**src/rtl/core/wsts_pkg.sv**
```systemverilog
// Package with shared types and constants for the work-stealing task scheduler.
`default_nettype none
package wsts_pkg;
  localparam int MaxWorkers = 8;
  localparam int QueueDepth = 16;
  localparam int TaskIdBits = 16;
  localparam int WBits = $clog2(MaxWorkers);
  localparam int SBits = $clog2(QueueDepth);
  localparam int FBits = $clog2(QueueDepth + 1);
  localparam int ABits = WBits + SBits;

  typedef enum logic [1:0] {
    OP_SUBMIT = 2'd0,
    OP_BATCH = 2'd1,
    OP_FETCH = 2'd2,
    OP_DONE = 2'd3
  } op_t;

  typedef enum logic [1:0] {
    ST_OK = 2'd0,
    ST_DISABLED = 2'd1,
    ST_FULL = 2'd2
  } status_t;

  localparam logic REG_NUM_WORKERS = 1'b0;
  localparam logic REG_ENABLE = 1'b1;

  typedef enum logic [2:0] {
    S_IDLE, S_DIV, S_SCAN, S_READ, S_WAIT, S_OUT
  } state_t;

  typedef struct packed {
    logic [1:0] op;
    logic [15:0] task_id;
    logic [2:0] worker_id;
    logic [7:0] batch_count;
  } req_t;

  typedef struct packed {
    logic granted;
    logic [15:0] task_out;
    logic stolen;
    logic [2:0] source_queue;
    logic [15:0] pending_count;
    logic all_done;
    logic [1:0] status;
  } rsp_t;
endpackage
`default_nettype wire

```
**src/rtl/core/wsts_if.sv**
```systemverilog
// Valid/ready channel interface carrying one payload.
`default_nettype none
interface wsts_if #(parameter type payload_t = logic);
  logic valid;
  logic ready;
  payload_t data;
  modport source(output valid, output data, input ready);
  modport sink(input valid, input data, output ready);
endinterface
`default_nettype wire

```
**src/rtl/core/work_stealing_task_scheduler.sv**
```systemverilog
// Top level of the work-stealing task scheduler.
//
//   channel | dir | payload
//   req     | in  | op, task_id, worker_id, batch_count
//   rsp     | out | granted, task_out, stolen, source_queue, pending_count,
//           |     | all_done, status
//   cfg     | in  | cfg_we, cfg_index, cfg_data
//
// A submit or complete passes through S_DIV and S_OUT; a fetch of the own queue
// also passes through S_READ and S_WAIT, a steal adds S_SCAN, which looks at up to
// nw-1 other queues, one queue per cycle, and the first item of a batch stays in
// S_DIV for the serial divider: one step to load it and eight for the quotient bits.
// Synchronous active-high reset empties all queues; no clearing pass runs.
// The request side accepts one item at a time and stalls while the result
// register is full and not yet taken.
`default_nettype none
module work_stealing_task_scheduler (
  input  logic clk,
  input  logic rst,
  input  logic cfg_we,
  input  logic cfg_index,
  input  logic [3:0] cfg_data,
  wsts_if.sink req,
  wsts_if.source rsp
);
  import wsts_pkg::*;

  state_t state, state_next;
  req_t r;
  logic [3:0] num_workers;
  logic enable;
  logic [SBits-1:0] queue_head [MaxWorkers];
  logic [FBits-1:0] queue_fill [MaxWorkers];
  logic [WBits-1:0] next_queue, batch_queue;
  logic [15:0] pending_tasks;
  logic [7:0] batch_left, chunk_size, chunk_used;
  // Serial divider state: quotient/remainder of (bc-1)/nw, plus one gives ceil(bc/nw).
  logic [7:0] dq;
  logic [3:0] drem;
  logic [3:0] dcnt;
  logic [WBits-1:0] victim;
  logic [3:0] scan_left;
  rsp_t res;
  logic out_valid;

  logic we;
  logic [ABits-1:0] waddr, raddr;
  logic [TaskIdBits-1:0] rdata;

  wsts_store u_store (.clk, .we, .waddr, .wdata(r.task_id), .raddr, .rdata);

  // Effective worker count, clamped to 1..MaxWorkers.
  logic [3:0] nw;
  always_comb begin
    nw = num_workers;
    if (nw == 4'd0) nw = 4'd1;
    if (nw > 4'(MaxWorkers)) nw = 4'(MaxWorkers);
  end

  // Reduces v modulo n by conditional subtraction of 8n, 4n, 2n and n. The
  // stored queue pointers may exceed the worker count after it is lowered.
  function automatic logic [WBits-1:0] wrap(input logic [3:0] v, input logic [3:0] n);
    logic [6:0] t;
    t = {3'b000, v};
    if (t >= {n, 3'b000}) t = t - {n, 3'b000};
    if (t >= {1'b0, n, 2'b00}) t = t - {1'b0, n, 2'b00};
    if (t >= {2'b00, n, 1'b0}) t = t - {2'b00, n, 1'b0};
    if (t >= {3'b000, n}) t = t - {3'b000, n};
    return t[WBits-1:0];
  endfunction

  logic [WBits-1:0] nq_mod, bq_mod, next_v, own;
  logic [2:0] ins_q;
  logic full_q;
  logic [7:0] bc_eff;
  assign nq_mod = wrap({1'b0, next_queue}, nw);
  assign bq_mod = wrap({1'b0, batch_queue}, nw);
  assign own = r.worker_id[WBits-1:0];
  assign next_v = wrap({1'b0, victim} + 4'd1, nw);
  assign ins_q = (r.op == OP_SUBMIT) ? nq_mod : bq_mod;
  assign full_q = queue_fill[ins_q] >= FBits'(QueueDepth);
  assign bc_eff = (r.batch_count == 8'd0) ? 8'd1 : r.batch_count;

  assign req.ready = (state == S_IDLE) && !out_valid;
  assign rsp.valid = out_valid;
  assign rsp.data = res;

  always_ff @(posedge clk) begin
    if (rst) state <= S_IDLE;
    else state <= state_next;
  end

  always_comb begin
    state_next = state;
    unique case (state)
      S_IDLE: if (req.valid && req.ready) state_next = S_DIV;
      S_DIV: begin
        state_next = S_OUT;
        // The opening item of a batch stays here until the chunk size is known.
        if (r.op == OP_BATCH && enable && batch_left == 8'd0) state_next = S_DIV;
        else if (r.op == OP_FETCH && {1'b0, r.worker_id} < nw)
          state_next = (queue_fill[own] != '0) ? S_READ : S_SCAN;
      end
      S_SCAN: begin
        if (scan_left == 4'd0) state_next = S_OUT;
        else if (queue_fill[victim] != '0) state_next = S_READ;
      end
      S_READ: state_next = S_WAIT;
      S_WAIT: state_next = S_OUT;
      S_OUT: state_next = S_IDLE;
      default: state_next = S_IDLE;
    endcase
  end

  always_comb begin
    we = 1'b0;
    waddr = {ins_q, SBits'(queue_head[ins_q] + SBits'(queue_fill[ins_q]))};
    raddr = {victim, SBits'(queue_head[victim] + ((r.op == OP_FETCH && !res.stolen) ?
             SBits'(queue_fill[victim] - 1'b1) : SBits'(0)))};
    if (state == S_DIV && (r.op == OP_SUBMIT || r.op == OP_BATCH) && enable && !full_q &&
        !(r.op == OP_BATCH && batch_left == 8'd0) && !(r.op == OP_BATCH && dcnt != 4'd0))
      we = 1'b1;
  end

  always_ff @(posedge clk) begin
    if (rst) begin
      out_valid <= 1'b0;
      num_workers <= 4'd8;
      enable <= 1'b1;
      next_queue <= '0; batch_queue <= '0;
      pending_tasks <= '0;
      batch_left <= '0; chunk_size <= '0; chunk_used <= '0;
      dcnt <= '0;
      for (int i = 0; i < MaxWorkers; i++) begin
        queue_head[i] <= '0;
        queue_fill[i] <= '0;
      end
    end else begin
      if (cfg_we) begin
        if (cfg_index == REG_NUM_WORKERS) num_workers <= cfg_data;
        else enable <= cfg_data[0];
      end
      if (rsp.valid && rsp.ready) out_valid <= 1'b0;
      unique case (state)
        S_IDLE: begin
          if (req.valid && req.ready) begin
            r <= req.data;
            dcnt <= '0;
            res <= '0;
          end
        end
        S_DIV: begin
          unique case (op_t'(r.op))
            OP_SUBMIT: begin
              if (!enable) res.status <= ST_DISABLED;
              else begin
                next_queue <= wrap({1'b0, nq_mod} + 4'd1, nw);
                res.source_queue <= nq_mod;
                if (full_q) res.status <= ST_FULL;
                else begin
                  queue_fill[nq_mod] <= queue_fill[nq_mod] + 1'b1;
                  if (pending_tasks != 16'hFFFF) pending_tasks <= pending_tasks + 1'b1;
                end
              end
            end
            OP_BATCH: begin
              if (!enable) res.status <= ST_DISABLED;
              else if (batch_left == 8'd0) begin
                // Restoring divider: one quotient bit of (bc-1)/nw a cycle.
                if (dcnt == 4'd0) begin
                  dq <= bc_eff - 8'd1;
                  drem <= '0;
                  dcnt <= 4'd1;
                end else begin
                  logic [4:0] trial;
                  trial = {drem, dq[7]};
                  if (trial >= {1'b0, nw}) begin
                    drem <= 4'(trial - {1'b0, nw});
                    dq <= {dq[6:0], 1'b1};
                  end else begin
                    drem <= trial[3:0];
                    dq <= {dq[6:0], 1'b0};
                  end
                  if (dcnt == 4'd8) begin
                    chunk_size <= ((trial >= {1'b0, nw}) ? {dq[6:0], 1'b1} :
                                   {dq[6:0], 1'b0}) + 8'd1;
                    batch_left <= bc_eff;
                    chunk_used <= '0;
                    batch_queue <= '0;
                    dcnt <= '0;
                  end else dcnt <= dcnt + 1'b1;
                end
              end else begin
                res.source_queue <= bq_mod;
                if (full_q) res.status <= ST_FULL;
                else begin
                  queue_fill[bq_mod] <= queue_fill[bq_mod] + 1'b1;
                  if (pending_tasks != 16'hFFFF) pending_tasks <= pending_tasks + 1'b1;
                end
                if (chunk_used + 8'd1 >= chunk_size) begin
                  chunk_used <= '0;
                  batch_queue <= wrap({1'b0, bq_mod} + 4'd1, nw);
                end else chunk_used <= chunk_used + 8'd1;
                batch_left <= batch_left - 8'd1;
              end
            end
            OP_FETCH: begin
              if ({1'b0, r.worker_id} < nw) begin
                scan_left <= nw - 4'd1;
                if (queue_fill[own] != '0) victim <= own;
                else begin
                  res.stolen <= 1'b1;
                  victim <= wrap({1'b0, own} + 4'd1, nw);
                end
              end
            end
            OP_DONE: begin
              if (pending_tasks != 16'd0) begin
                pending_tasks <= pending_tasks - 1'b1;
                res.all_done <= (pending_tasks == 16'd1);
              end
            end
            default: ;
          endcase
        end
        S_SCAN: begin
          if (scan_left != 4'd0 && queue_fill[victim] == '0) begin
            victim <= next_v;
            scan_left <= scan_left - 1'b1;
          end
        end
        S_READ: begin
          // Address is presented now; data arrives next cycle.
          queue_fill[victim] <= queue_fill[victim] - 1'b1;
          if (res.stolen) queue_head[victim] <= queue_head[victim] + 1'b1;
        end
        S_WAIT: begin
          res.granted <= 1'b1;
          res.task_out <= rdata;
          res.source_queue <= victim;
        end
        S_OUT: begin
          if (!res.granted) res.stolen <= 1'b0;
          res.pending_count <= pending_tasks;
          out_valid <= 1'b1;
        end
        default: ;
      endcase
    end
  end
endmodule
`default_nettype wire

```
**src/rtl/core/wsts_store.sv**
```systemverilog
// Task storage memory with one write and one registered read port.
`default_nettype none
module wsts_store (
  input  logic clk,
  input  logic we,
  input  logic [wsts_pkg::ABits-1:0] waddr,
  input  logic [wsts_pkg::TaskIdBits-1:0] wdata,
  input  logic [wsts_pkg::ABits-1:0] raddr,
  output logic [wsts_pkg::TaskIdBits-1:0] rdata
);
  import wsts_pkg::*;
  logic [TaskIdBits-1:0] mem [MaxWorkers*QueueDepth];
  always_ff @(posedge clk) begin
    if (we) mem[waddr] <= wdata;
    rdata <= mem[raddr];
  end
endmodule
`default_nettype wire

```
**src/flat_wrapper.sv**
```systemverilog
// flat-port wrapper written by rule: the top's interface ports become plain ports
module work_stealing_task_scheduler_flat import wsts_pkg::*;
  (clk, rst, cfg_we, cfg_index, cfg_data, req_valid, req_data, req_ready, rsp_valid, rsp_data, rsp_ready);
  wsts_if #(.payload_t(req_t)) req_i ();
  wsts_if #(.payload_t(rsp_t)) rsp_i ();
  input  logic clk;
  input  logic rst;
  input  logic cfg_we;
  input  logic cfg_index;
  input  logic [3:0] cfg_data;
  input wire logic [$bits(req_i.valid)-1:0] req_valid;
  input wire logic [$bits(req_i.data)-1:0] req_data;
  output wire logic [$bits(req_i.ready)-1:0] req_ready;
  output wire logic [$bits(rsp_i.valid)-1:0] rsp_valid;
  output wire logic [$bits(rsp_i.data)-1:0] rsp_data;
  input wire logic [$bits(rsp_i.ready)-1:0] rsp_ready;
  assign req_i.valid = req_valid;
  assign req_i.data = req_data;
  assign req_ready = req_i.ready;
  assign rsp_valid = rsp_i.valid;
  assign rsp_data = rsp_i.data;
  assign rsp_i.ready = rsp_ready;
  work_stealing_task_scheduler u_core (.clk(clk), .rst(rst), .cfg_we(cfg_we), .cfg_index(cfg_index), .cfg_data(cfg_data), .req(req_i), .rsp(rsp_i));
endmodule
```
**config.mk**
```make
export PLATFORM = sky130hd
export DESIGN_NAME = work_stealing_task_scheduler_flat
export DESIGN_NICKNAME = d
export VERILOG_FILES = /design/src/rtl/core/wsts_pkg.sv /design/src/rtl/core/wsts_if.sv /design/src/rtl/core/work_stealing_task_scheduler.sv /design/src/rtl/core/wsts_store.sv /design/src/flat_wrapper.sv
export SDC_FILE = /design/constraint.sdc
export NUM_CORES = 2
export LEC_CHECK = 0
export ABC_AREA = 1
export BUFFER_PORTS_ARGS = -buffer_cell sky130_fd_sc_hd__clkbuf_2
export CORE_AREA = 3 3 515 389
export DETAILED_ROUTE_END_ITERATION = 10
export DIE_AREA = 0 0 518 392
export PLACE_DENSITY_LB_ADDON = 0.1
export SYNTH_ARGS = -nofsm -noshare
export SYNTH_HDL_FRONTEND = slang
export SYNTH_SLANG_ARGS = --single-unit
export TNS_END_PERCENT = 5
```
**constraint.sdc**
```tcl
create_clock -name clk -period 31.4 [get_ports clk]
set_clock_uncertainty 0.15 [all_clocks]
set_input_delay 6.28 -clock clk [delete_from_list [all_inputs] [get_ports clk]]
set_output_delay 6.28 -clock clk [all_outputs]
set_load 0.05 [all_outputs]
```
-- Word-level counts from Yosys, hierarchy flattened
Memories as Yosys holds them, arrays and structs flattened. A register that Yosys moved wholly into a read port is not among the register bits.
Index checks and enable logic that the tools add are counted.
- register bits after elaboration: 147
- bits in latches: 0
- bits in writable memories: 2120
- memory bits (read-only): 0
- input port bits: 39
- output and inout bits: 42
- word-level logic and storage cells: 384
- memories kept: 3
- add/subtract/negate cells: 44
- multiply operators: 0
- div/mod/pow operators: 0
- order comparisons: 29
- equality and inequality tests: 34
- shift operators: 0
- muxes and demuxes: 180
- bitwise operators: 3
- reductions and logical operators: 65
- memories (name ; words ; width ; rd ports ; clocked after memory_dff ; write ports ; line ; text):
    u_core.u_store.mem ; 128 ; 16 ; 1 ; 1 ; 1 ; wsts_store.sv:12 ; logic [TaskIdBits-1:0] mem [MaxWorkers*QueueDepth];
    u_core.queue_fill ; 8 ; 5 ; 5 ; 2 ; 8 ; work_stealing_task_scheduler.sv:33 ; logic [FBits-1:0] queue_fill [MaxWorkers];
    u_core.queue_head ; 8 ; 4 ; 2 ; 1 ; 8 ; work_stealing_task_scheduler.sv:32 ; logic [SBits-1:0] queue_head [MaxWorkers];
- operators with widths (kind ; count):
    7-bit 2-to-1 mux ; 63
    16-bit 2-to-1 mux ; 6
    3-bit 2-to-1 mux ; 30
    8-bit 2-to-1 mux ; 9
    4-bit 2-to-1 mux ; 14
    16-bit case mux with 3 select lines ; 1
    7-bit by 4-bit >= comparator with 1-bit output ; 6
    7-bit by 5-bit >= comparator with 1-bit output ; 6
    7-bit by 6-bit >= comparator with 1-bit output ; 6
    7-bit by 5-bit subtractor with 7-bit output ; 6
    7-bit by 6-bit subtractor with 7-bit output ; 6
    40-bit 2-to-1 mux ; 1
    1-bit 2-to-1 mux ; 38
    17-bit case mux with 2 select lines ; 1
    16-bit case mux with 2 select lines ; 1
    5-bit AND reduction ; 6
    4-bit by 7-bit >= comparator with 1-bit output ; 4
    4-bit by 7-bit subtractor with 7-bit output ; 4
    2-bit inequality test (second input constant) ; 11
    3-bit case mux with 2 select lines ; 3
    6-bit AND reduction ; 3
    3-bit subtractor ; 6
    16-bit by 1-bit adder with 16-bit output (second input constant) ; 1
    3-bit by 1-bit adder with 4-bit output (second input constant) ; 4
    55 further kinds ; 119

-- Depth between registers and ports, before layout
- depth after elaboration: 41
- gate-level depth with buffers: 84
- mapped depth without buffers: 81

-- Hierarchy
Synthesis repeated with hierarchy kept, for this count alone.
- cell total of the unflattened synthesis: 9090
- area total of the unflattened synthesis: 99918.3 um^2
- by module, submodules not included (module ; instances ; cells each ; area each (um^2) ; seq. area each (um^2)):
    wsts_store ; 1 ; 6793 ; 82689.3 ; 61819.3
    work_stealing_task_scheduler ; 1 ; 2297 ; 17229.0 ; 6105.9

-- Worst setup path after synthesis
OpenSTA, ideal clock, no wires.
- path type: register to register
- start point: reg u_core.num_workers[3]
- end point: reg u_core.batch_queue[0]
- setup time: 0.071 ns
- data arrival time: 11.293 ns
- required time: 31.179 ns
- setup slack: 19.886 ns
- stages on the path, launching flop included: 79
- path buffers: 3
- path through: dfxtp_1 > buf_6 > nor2_1 > inv_1 > ha_1 > nand2_1 > nand2_4 > inv_1 > nor2_1 > ha_1 > inv_1 > nor2_1 > o21ai_2 > nand2_1 > nand2_1 > nand3_2 > inv_2 > nand2_1 > (+43 left out) > o21ai_0 > inv_1 > nor2_1 > nand3_1 > nor2_1 > nand2_1 > nand2_1 > inv_1 > ha_1 > a21boi_0 > o21a_1 > o21ai_0 > nand2_1 > a21oi_1 > nand2_1 > nand2_1 > nand3_1 > a21oi_1
- longest elaborated chain between the ends: 41
- ends and longest elaborated chain (item ; line ; text):
    from (decl) ; work_stealing_task_scheduler.sv:30 ; logic [3:0] num_workers;
    from (signal assigned) ; work_stealing_task_scheduler.sv:140 ; if (cfg_index == REG_NUM_WORKERS) num_workers <= cfg_data;
    4-bit logical NOT ; work_stealing_task_scheduler.sv:56 ; if (nw == 4'd0) nw = 4'd1;
    4-bit 2-to-1 mux * ; work_stealing_task_scheduler.sv:56 ;
    4-bit greater-than comparator ; work_stealing_task_scheduler.sv:57 ; if (nw > 4'(MaxWorkers)) nw = 4'(MaxWorkers);
    4-bit 2-to-1 mux * ; work_stealing_task_scheduler.sv:57 ;
    3-bit by 7-bit subtractor with 7-bit output or 3-bit by 7-bit >= comparator with 1-bit output (tied branches) ; work_stealing_task_scheduler.sv:65 ; if (t >= {n, 3'b000}) t = t - {n, 3'b000};
    7-bit 2-to-1 mux ; work_stealing_task_scheduler.sv:65 ;
    7-bit by 6-bit subtractor with 7-bit output or 7-bit by 6-bit >= comparator with 1-bit output (tied branches) ; work_stealing_task_scheduler.sv:66 ; if (t >= {1'b0, n, 2'b00}) t = t - {1'b0, n, 2'b00};
    7-bit 2-to-1 mux ; work_stealing_task_scheduler.sv:66 ;
    (+25 left out) ; - ;
    7-bit 2-to-1 mux ; work_stealing_task_scheduler.sv:167 ; if (!enable) res.status <= ST_DISABLED;
    7-bit 2-to-1 mux ; work_stealing_task_scheduler.sv:153 ; unique case (op_t'(r.op))
    7-bit 2-to-1 mux ; work_stealing_task_scheduler.sv:144 ; unique case (state)
    7-bit 2-to-1 mux ; work_stealing_task_scheduler.sv:126 ; if (rst) begin
    7-bit by 4-bit >= comparator with 1-bit output or 3-bit subtractor (tied branches) ; work_stealing_task_scheduler.sv:68 ; if (t >= {3'b000, n}) t = t - {3'b000, n};
    3-bit 2-to-1 mux * ; work_stealing_task_scheduler.sv:68 ;
    3-bit 2-to-1 mux * ; work_stealing_task_scheduler.sv:200 ; if (chunk_used + 8'd1 >= chunk_size) begin
    3-bit 2-to-1 mux * ; work_stealing_task_scheduler.sv:168 ; else if (batch_left == 8'd0) begin
    to (signal assigned) ; work_stealing_task_scheduler.sv:202 ; batch_queue <= wrap({1'b0, bq_mod} + 4'd1, nw);
    to (decl) ; work_stealing_task_scheduler.sv:34 ; logic [WBits-1:0] next_queue, batch_queue;
Every way passes the cells marked *; elsewhere a longest branch is shown, timed or not. The select of a mux whose other input is x is not followed.
A chain may end at the register's enable or synchronous reset.

-- Final worst setup path
Ends and elaborated chain as after synthesis.

==> results.sh <==
export IMPL_outcome="complete, no violations"
export IMPL_worstMarginPinSlew_ns=1.241
export IMPL_htreeDepth=4
export IMPL_grt_pass1_vias=62140
export IMPL_slowest_stage="dfxtp_1"
export IMPL_fillerInstances=16360
export IMPL_synth_most_common_cell="edfxtp_1"
export IMPL_fp_dieArea_um2=203100
export IMPL_drt_first_pass_iters=6
export IMPL_clk_latency_ns=0.86
export IMPL_initial_core_util_pct=49.79
export IMPL_syn_to_final_growth_pct=11.01
export IMPL_cp_data_required_time_ns=32.02
export IMPL_yosys_warnings=0
export IMPL_synth_area_um2=97670
export IMPL_nets=8243
export IMPL_drcViolationCount=0
export IMPL_hold_viol_final=0
export IMPL_p_total_mw=12.10
export IMPL_synth_nets=8216
export IMPL_layout_drive_gt1_share_pct=9.077
export IMPL_numCtsBuffers=217
export IMPL_met2_length_um=124800
export IMPL_cts_sinks=2289
export IMPL_antenna_found_initial=7
export IMPL_rr_startpoint="u_core.num_workers[3]$_SDFFE_PP1P_"
export IMPL_grt_overflow=0
export IMPL_cp_max_fo=12
export IMPL_startpoint="u_core.num_workers[3]$_SDFFE_PP1P_"
export IMPL_clk_path_buf_depth=3
export IMPL_cts_repair_resized=0
export IMPL_yosys_register_bits=2289
export IMPL_power_share_sequential_pct=29.3
export IMPL_cpMostUsedCell="nand2_1"
export IMPL_die_w_um=518
export IMPL_cts_tree="done"
export IMPL_crit_path_end="u_core.batch_queue[0]$_SDFFE_PP0P_"
export IMPL_yosysSeqAreaShare_pct=69.54
export IMPL_ys_types=66
export IMPL_synth_top_area_share_pct=67.88
export IMPL_p_per_area_nw_per_um2=111.6
export IMPL_end_kind="flop"
export IMPL_port_buffers=80
export IMPL_p_sw_mw=5.639
export IMPL_core_um2=196200
export IMPL_post_cts_setup_buffers=0
export IMPL_yosys_top_cells_area="edfxtp_1 68%, nand2_1 6.4%, a21oi_1 5.9%"
export IMPL_min_period_ns=12.68
export IMPL_period_share_pct=40.39
export IMPL_p_clk_share_pct=21.4
export IMPL_drv_cap=0
export IMPL_slew_viol_final=0
export IMPL_worstSetupPathType="flop to flop"
export IMPL_ys_top_cells_by_count="2,208 x edfxtp_1, 1,672 x nand2_1, 1,158 x a21oi_1, 468 x clkbuf_1, 399 x nor2_1"
export IMPL_relSlewSlack_pct=17.02
export IMPL_clk_pin_slew_ns=0.06
export IMPL_fp_dieH_um=392
export IMPL_synthArstFlopShare_pct=0
export IMPL_synth_ff_type="edfxtp_1"
export IMPL_ff2ff_setup_slack_ns=18.72
export IMPL_max_freq_ghz=0.07885
export IMPL_synth_top_cell_by_area="edfxtp_1"
export IMPL_max_stage_delay_ns=0.68
export IMPL_highest_layer="met5"
export IMPL_rows=141
export IMPL_routed_wl_um=297300
export IMPL_grt_pass1_wl_um=432900
export IMPL_rsz0062_at_grt="no"
export IMPL_arrival_ns=13.31
export IMPL_switching_share_pct=46.59
export IMPL_gp_congestion=0.9371
export IMPL_syn_inst=8031
export IMPL_p_int_mw=6.465
export IMPL_max_vdd_ir_drop_mv=0.1274
export IMPL_route_vias_total=66840
export IMPL_drt_met1_wl_um=135700
export IMPL_final_setup_tns_ns=0
export IMPL_p_comb_share_pct=49.3
export IMPL_wl_per_cell_um=27.30
export IMPL_cts_root_buf="clkbuf_16"
export IMPL_p_leak_nw=37.71
export IMPL_drt_iter0_markers=8474
export IMPL_dp_hpwl_um=173700
export IMPL_grt_usage_pct=28.67
export IMPL_synth_edf_count=2208
export IMPL_cp_start_kind="flop"
export IMPL_timing_rr_end="u_core.batch_queue[0]$_SDFFE_PP0P_"
export IMPL_ios=81
export IMPL_reg2reg_depth=79
export IMPL_setup_viol=0
export IMPL_antenna_left=0
export IMPL_hold_buffers=0
export IMPL_wl_met3_um=30100
export IMPL_via_per_inst=6.139
export IMPL_worst_hold_path_type="flop to flop"
export IMPL_grt_max_degree=190
export IMPL_syn_avg_cell_area_um2=12.16
[sequential cells by signal (all words and copies together) (netlist names), named ones only]
name	flops
u_core.own	3
u_core.dq	8
u_core.victim	3
u_core.next_queue	3
u_core.u_store.mem	2048
u_core.dcnt	4
u_core.chunk_used	8
u_core.batch_left	8
u_core.chunk_size	8
u_core.u_store.rdata	16
u_core.state	3
u_core.batch_queue	3
u_core.queue_fill	40
u_core.queue_head	32
u_core.num_workers	4
u_core.pending_tasks	16
u_core.scan_left	4
u_core.rsp.valid	1
u_core.r	26
u_core.drem	4
u_core.rsp.data	40
u_core.enable	1
[power groups by stage]
stage | sequential (mW) | combinational, mW | clock (mW)
6_report | 3.54 | 5.97 | 2.59
5_1_grt | 3.55 | 6.40 | 2.75
4_1_cts | 3.54 | 5.88 | 2.62
3_5_place_dp | 3.61 | 5.86 | 0
3_3_place_gp | 3.60 | 5.82 | 0
2_1_floorplan | 3.69 | 3.54 | 0
[routing by layer]
layer / vias to the layer above / GRT usage [%]
met5: - / 0
met4: 2 / 6.589
met3: 388 / 5.757
met2: 3183 / 40.41
met1: 33380 / 45.48
li1: 29890 / -
[kinds of logic (layout without fill, tap and decap cells)]
kind of cell	Yosys count	count (layout)	synth area share [%]
compound gates	2028	2028	13.13
mux	5	5	0.05380
simple gates	2650	2650	11.33
other cells	0	3	0
buf+inv	843	1053	3.287
xor+xnor	70	70	0.6277
fa+ha+maj	146	146	2.032
flops	2289	2289	69.54
[critical path: cells and delay by family (launching register included)]
kind / cells / cell delay (ns)
and+or+nand+nor: 40 / 4.68
buffers and inverters: 13 / 0.96
adders and majority gates: 9 / 2.56
DFF: 1 / 0.68
AOI/OAI and AO/OA: 17 / 3.51
[final cells by class]
cell class | instances | area [um^2] | area share (%)
antenna | 3 | 7.507 | 0.006924
timing repair buffer | 318 | 2325 | 2.144
multi-input combinational | 4899 | 26620 | 24.55
tap | 2645 | 3309 | 3.052
sequential | 2289 | 67930 | 62.64
clock buffer | 272 | 5741 | 5.294
inverter | 333 | 1274 | 1.175
clock inverter | 130 | 1225 | 1.130
[worst min path at each step]
stage	start	end	slack, ns	depth (start not counted)
3_3_place_gp	u_core.chunk_size[4]$_SDFFE_PP0P_	u_core.chunk_size[4]$_SDFFE_PP0P_	0.31	2
3_5_place_dp	u_core.chunk_size[0]$_SDFFE_PP0P_	u_core.chunk_size[0]$_SDFFE_PP0P_	0.31	2
6_report	u_core.chunk_size[4]$_SDFFE_PP0P_	u_core.chunk_size[4]$_SDFFE_PP0P_	0.32	2
2_1_floorplan	u_core.chunk_size[0]$_SDFFE_PP0P_	u_core.chunk_size[0]$_SDFFE_PP0P_	0.28	2
5_1_grt	u_core.chunk_size[2]$_SDFFE_PP0P_	u_core.chunk_size[2]$_SDFFE_PP0P_	0.35	2
4_1_cts	u_core.chunk_size[4]$_SDFFE_PP0P_	u_core.chunk_size[4]$_SDFFE_PP0P_	0.32	2
[cells in the final DEF (no fill, tap or decap), types with 14 or more instances in the layout]
master / n
fa_1: 20
inv_1: 317
xnor2_1: 17
nor2_2: 17
clkinv_2: 48
a21oi_1: 1157
a221o_1: 128
nand2_2: 34
ha_1: 124
dfxtp_1: 81
nor3_1: 215
clkbuf_1: 48
buf_4: 227
clkbuf_2: 80
nand2_4: 14
bufinv_16: 14
nand4_1: 40
a31oi_1: 14
clkinv_1: 47
edfxtp_1: 2208
o21ai_0: 161
nor2_1: 385
clkbuf_16: 220
nand3_1: 221
o32ai_1: 65
nand2_1: 1671
xor2_1: 52
o211ai_1: 40
a221oi_1: 385
[metrics by stage]
step           util (%)  hold slack [ns]  cell area [um^2]  setup slack, ns  cells
5_1_grt           55.27           0.3548            108400            17.25  10890
3_5_place_dp      51.72           0.3135            101500            18.89  10480
4_1_cts           55.27           0.3235            108400            18.84  10890
2_1_floorplan         -           0.2774             97670            19.89   8031
3_3_place_gp      51.72           0.3112            101500            19.02  10480
6_report          55.27           0.3157            108400            18.72  10890
Note: power is estimated with default switching activity, not from simulation.
